===== config.mk =====
export PLATFORM = sky130hd
export DESIGN_NAME = assp_ctrl
export DESIGN_NICKNAME = d
export VERILOG_FILES = /design/src/hw/rtl/assp_pkg.sv /design/src/hw/rtl/assp_ctrl.sv
export SDC_FILE = /design/constraint.sdc
export NUM_CORES = 1
export LEC_CHECK = 0
export ABC_AREA = 1
export CAP_MARGIN = 20
export CORE_AREA = 4 4 41 43
export CTS_CLUSTER_SIZE = 20
export DETAILED_ROUTE_END_ITERATION = 8
export DIE_AREA = 0 0 45 47
export DONT_BUFFER_PORTS = 1
export PLACE_DENSITY = 0.41
export SYNTH_ARGS = -nofsm -noshare
export SYNTH_HDL_FRONTEND = slang
export SYNTH_SLANG_ARGS = --single-unit

===== constraint.sdc =====
create_clock -name clk -period 1.4 [get_ports clk]
set_clock_uncertainty 0.05 [all_clocks]
set_input_delay 0.28 -clock clk [delete_from_list [all_inputs] [get_ports clk]]
set_output_delay 0.28 -clock clk [all_outputs]
set_load 0.05 [all_outputs]

===== src/hw/rtl/assp_pkg.sv =====
// Package for the adaptive stream/stride prefetcher: constants, types, setting decode.
// No dependencies.
`default_nettype none
package assp_pkg;
  localparam int StreamEntries = 16;
  localparam int StrideEntries = 16;
  localparam int StreamIdxW = $clog2(StreamEntries);
  localparam int StrideIdxW = $clog2(StrideEntries);
  localparam int StreamCntW = $clog2(StreamEntries + 1);
  localparam int StrideCntW = $clog2(StrideEntries + 1);
  localparam logic [3:0] LastSetting = 4'd13;
  localparam logic [2:0] StrideDegree = 3'd4;

  localparam logic [1:0] DIR_NONE = 2'd0;
  localparam logic [1:0] DIR_UP   = 2'd1;
  localparam logic [1:0] DIR_DOWN = 2'd2;

  localparam logic [1:0] REG_DEGREE  = 2'd0;
  localparam logic [1:0] REG_EXPLORE = 2'd1;
  localparam logic [1:0] REG_EXPLOIT = 2'd2;

  typedef enum logic [2:0] {
    ST_IDLE, ST_MODE, ST_STREAM, ST_STREAM_EMIT, ST_STRIDE, ST_STRIDE_EMIT, ST_DONE
  } state_t;

  // controller to datapath
  typedef struct packed {
    logic load;
    logic mode_step;
    logic stream_look;
    logic stream_emit;
    logic stride_look;
    logic stride_emit;
    logic flush;
  } cmd_t;

  // datapath to controller
  typedef struct packed {
    logic stream_on;
    logic stride_on;
    logic stream_run;
    logic stride_run;
    logic emit_busy;
  } status_t;

  function automatic logic [2:0] stream_degree_of(logic [3:0] s, logic [2:0] dflt);
    logic [2:0] d;
    if (s == 4'd0 || s > LastSetting) d = dflt;
    else if (s == 4'd1) d = 3'd0;
    else d = 3'(2 + ((s - 4'd2) >> 1));
    return d;
  endfunction

  function automatic logic [2:0] stride_degree_of(logic [3:0] s);
    return (s >= 4'd3 && s <= LastSetting && s[0]) ? StrideDegree : 3'd0;
  endfunction

  // first setting with nonzero total degree
  function automatic logic [3:0] winner_of(logic [2:0] dflt);
    return (dflt != 3'd0) ? 4'd0 : 4'd2;
  endfunction
endpackage
`default_nettype wire


===== src/hw/rtl/assp_ctrl.sv =====
// Controller state machine for the prefetcher.
// Depends on assp_pkg.
`default_nettype none
module assp_ctrl (
  input  wire logic             clk,
  input  wire logic             rst,
  input  wire logic             in_fire,
  input  wire assp_pkg::status_t sts,
  output assp_pkg::cmd_t        cmd,
  output logic                  in_ready
);
  import assp_pkg::*;
  state_t state, state_next;

  always_ff @(posedge clk) begin
    if (rst) state <= ST_IDLE;
    else state <= state_next;
  end

  always_comb begin
    state_next = state;
    unique case (state)
      ST_IDLE:   if (in_fire) state_next = ST_MODE;
      ST_MODE:   state_next = ST_STREAM;
      ST_STREAM: state_next = ST_STREAM_EMIT;
      ST_STREAM_EMIT: if (!sts.stream_run) state_next = ST_STRIDE;
      ST_STRIDE: state_next = ST_STRIDE_EMIT;
      ST_STRIDE_EMIT: if (!sts.stride_run) state_next = ST_DONE;
      ST_DONE:   if (!sts.emit_busy) state_next = ST_IDLE;
      default:   state_next = ST_IDLE;
    endcase
  end

  always_comb begin
    cmd = '0;
    in_ready = 1'b0;
    unique case (state)
      ST_IDLE: begin
        in_ready = !rst;
        cmd.load = in_fire;
      end
      ST_MODE: cmd.mode_step = 1'b1;
      ST_STREAM: cmd.stream_look = sts.stream_on;
      ST_STREAM_EMIT: cmd.stream_emit = sts.stream_run;
      ST_STRIDE: cmd.stride_look = sts.stride_on;
      ST_STRIDE_EMIT: cmd.stride_emit = sts.stride_run;
      ST_DONE: cmd.flush = 1'b1;
      default: ;
    endcase
  end
endmodule
`default_nettype wire


==> impl_metrics.tcl <==
set metrics [dict create \
    reg_top3 "state (3)" \
    grt.overflow.total 0 \
    finalCriticalPeriod_ns 1.420 \
    drv_cap 0 \
    synth-warning-count 0 \
    yosysTopAreaCell "dfxtp_1" \
    final_cell_area_um2 556.8 \
    reg2reg_depth 8 \
    crit_required_ns 1.07 \
    fill_cells 141 \
    whs_endpoint "state[2]$_SDFFE_PP0P_" \
    fin_tns_setup_ns -0.05007 \
    critPathTopFamily "flip-flops" \
    finalNonFillerCells 81 \
    die_area_um2 2115 \
    areaGrowthSynthToFinish_pct 83.88 \
    dpl_cell_area_um2 400.4 \
    path_buf_inv 1 \
    n_antenna_cell 0 \
    final_nets 75 \
    fmax_ghz 0.7043 \
    met1_length_um 353 \
    violations "setup timing" \
    cts_root_buf "clkbuf_4" \
    rows 13 \
    drt_iter0_drc 5 \
    rsz0062_at_grt "true" \
    ys_ff_latch 3 \
    synthCells 49 \
    finalCritPeriodShare 1.014 \
    ff_latch_area_um2 71.32 \
    seq_area_frac_synth 0.1983 \
    p_leak_nw 0.2776 \
    ys_top_cells_by_area "dfxtp_1 20%, inv_1 15%, nor2_1 8.7%, nand2_1 7.4%, nand2_4 7.4%" \
    antenna_left 0 \
    p_clk_frac 0.191 \
    dpl.cell_count 70 \
    worstHoldStart "rst" \
    syn-cell-area_um2 302.8 \
    synth_flop_cell "dfxtp_1" \
    ir_worst_vdd_mv 0.4632 \
    hold_depth 1 \
    path_clk_slew_ns 0.04 \
    grt_pass1_wl_um 1469 \
    dieWidth_um 45 \
    drive_above_1_share 0.6970 \
    fp.dieH_um 47 \
    htree_levels 1 \
    path_cells "nor2_4 > nand2_2 > nor2_2 > buf_6" \
    place_hpwl_um 612.6 \
    wl_per_cell_um 11.06 \
    top_layer_used "met4" \
    synth_top_area_frac 0.1983 \
    synth_edf_count 0 \
    hold_violations 0 \
    remaining_drc_errors 0 \
    antenna_found_initial 0 \
    avgSynthCellArea_um2 6.179 \
    synth_cell_types 19 \
    holdBufCountCts 0 \
    slew_headroom 0.7814 \
    async_flop_share 0 \
    worstSetupPathType "reg -> out" \
    status "finished, violations left" \
    switching_share 0.4856 \
    dr_total_vias 362 \
    gp_congestion 0.7237 \
    ioPinCount 16 \
    utilization 0.4279 \
    grt_max_degree 7 \
    slew_viol_final 0 \
    io_buffer_count 0 \
    grt_use_total 0.1017 \
    setup_viol_count_final 4 \
    slowest_delay_ns 0.36 \
    critPathMaxFanout 4 \
    cts_tree "done" \
    initial_core_util 0.2327 \
    setup_slack_ns -0.01995 \
    pwr-share-seq 0.203 \
    yosysMostFrequentCell "inv_1" \
    worstReg2RegEnd "state[2]$_SDFFE_PP0P_" \
    switchingPower_mw 0.3945 \
    dr_wl_met2_um 447 \
    endpoint_kind "primary output" \
    cts_sinks 3 \
    core_area_um2 1301 \
    synth.net_count 57 \
    holdWs_ns 0.04079 \
    multi_input_area_um2 235.2 \
    grt_pass1_vias 378 \
    largest_register_ffs 3 \
    min_path_type "in -> reg" \
    met3RoutedLength_um 60 \
    r2r_slack_ns 0.14 \
    routed_wl_um 896 \
    first_pass_iters 4 \
    startpoint_type "flip-flop" \
    avgViaCountPerCell 4.469 \
    cp.arrival_ns 1.09 \
    cts_buffer_depth 2 \
    p_int_mw 0.4179 \
    combinationalPowerShare 0.605 \
    clk_latency_ns 0.24 \
    ys_top_cells_by_count "12 x inv_1, 7 x nor2_1, 6 x nand2_1" \
    rr_startpoint "state[0]$_SDFFE_PP0P_" \
    power_density_nw_per_um2 1459 \
    path_depth 4 \
    numCtsBuffers 3 \
    cp_slowest_cell "dfxtp_4" \
    worst_slew_pin_slew_ns 0.3271 \
    regMostFlops "state" \
]
==> layout by cell type (no fill, tap or decap), drive strengths merged <==
master  count
dfxtp       3
o21ai       4
nand3       2
o21bai      1
nor2        9
nor3        2
clkbuf      4
buf        14
nand2      11
nand4       1
inv        13
a21oi       1
and3        1
==> cell families after synthesis <==
family | Yosys count | synth area share
AND/OR/NAND/NOR | 26 | 0.4835
flip-flops | 3 | 0.1984
buffers and inverters | 14 | 0.1983
AO/OA/AOI/OAI | 6 | 0.1199
==> power by group through the flow <==
stage	clock network (mW)	logic (mW)	registers, mW
finish	0.155	0.492	0.165
global route	0.163	0.531	0.170
CTS	0.157	0.438	0.159
detailed placement	0	0.360	0.136
global placement	0	0.362	0.135
floorplan	0	0.291	0.127
==> repair_timing <==
| item | CTS | global route |
|---|---|---|
| cloned | 0 | 0 |
| pin swaps | 4 | 7 |
| gates resized for setup | 22 | 9 |
| setup endpoints to repair | 8 | 8 |
| setup buffers | 4 | 3 |
==> final cells by class <==
cell class,count,share of cell area
Multi-Input combinational cell,32,0.4225
Sequential cell,3,0.1281
Inverter,13,0.1011
Tap cell,15,0.03371
Clock buffer,4,0.04719
Timing Repair Buffer,14,0.2674
==> stage by stage <==
step,total power [mW],setup slack (ns)
after detailed placement,0.4963,0.07552
after global placement,0.4975,0.07873
after CTS,0.7536,-0.03652
after global routing,0.8642,-0.06345
final,0.8124,-0.01995
after floorplan,0.4178,-0.1955
==> how the worst max path moves through the flow <==
stage / slack (ns) / from / end
finish: -0.02 / state[0]$_SDFFE_PP0P_ / cmd[6]
global route: -0.06 / state[0]$_SDFFE_PP0P_ / cmd[6]
CTS: -0.04 / state[2]$_SDFFE_PP0P_ / cmd[4]
detailed placement: 0.08 / state[2]$_SDFFE_PP0P_ / cmd[4]
global placement: 0.08 / state[2]$_SDFFE_PP0P_ / cmd[4]
floorplan: -0.20 / state[2]$_SDFFE_PP0P_ / cmd[6]
==> worst reg2reg max path, delay by kind of cell, from the launching register on <==
kind | cells | cell delay (ns)
buffers and inverters | 3 | 0.29
DFF | 1 | 0.38
AOI/OAI and AO/OA | 1 | 0.12
and+or+nand+nor | 4 | 0.35
==> per-layer routing <==
layer / GRT usage / up-vias
met1: 0.1086 / 160
met4: 0.1053 / 0
met2: 0.1610 / 17
met3: 0.02299 / 4
met5: 0 / -
li1: - / 181
Power figures use the tool's default switching activity.
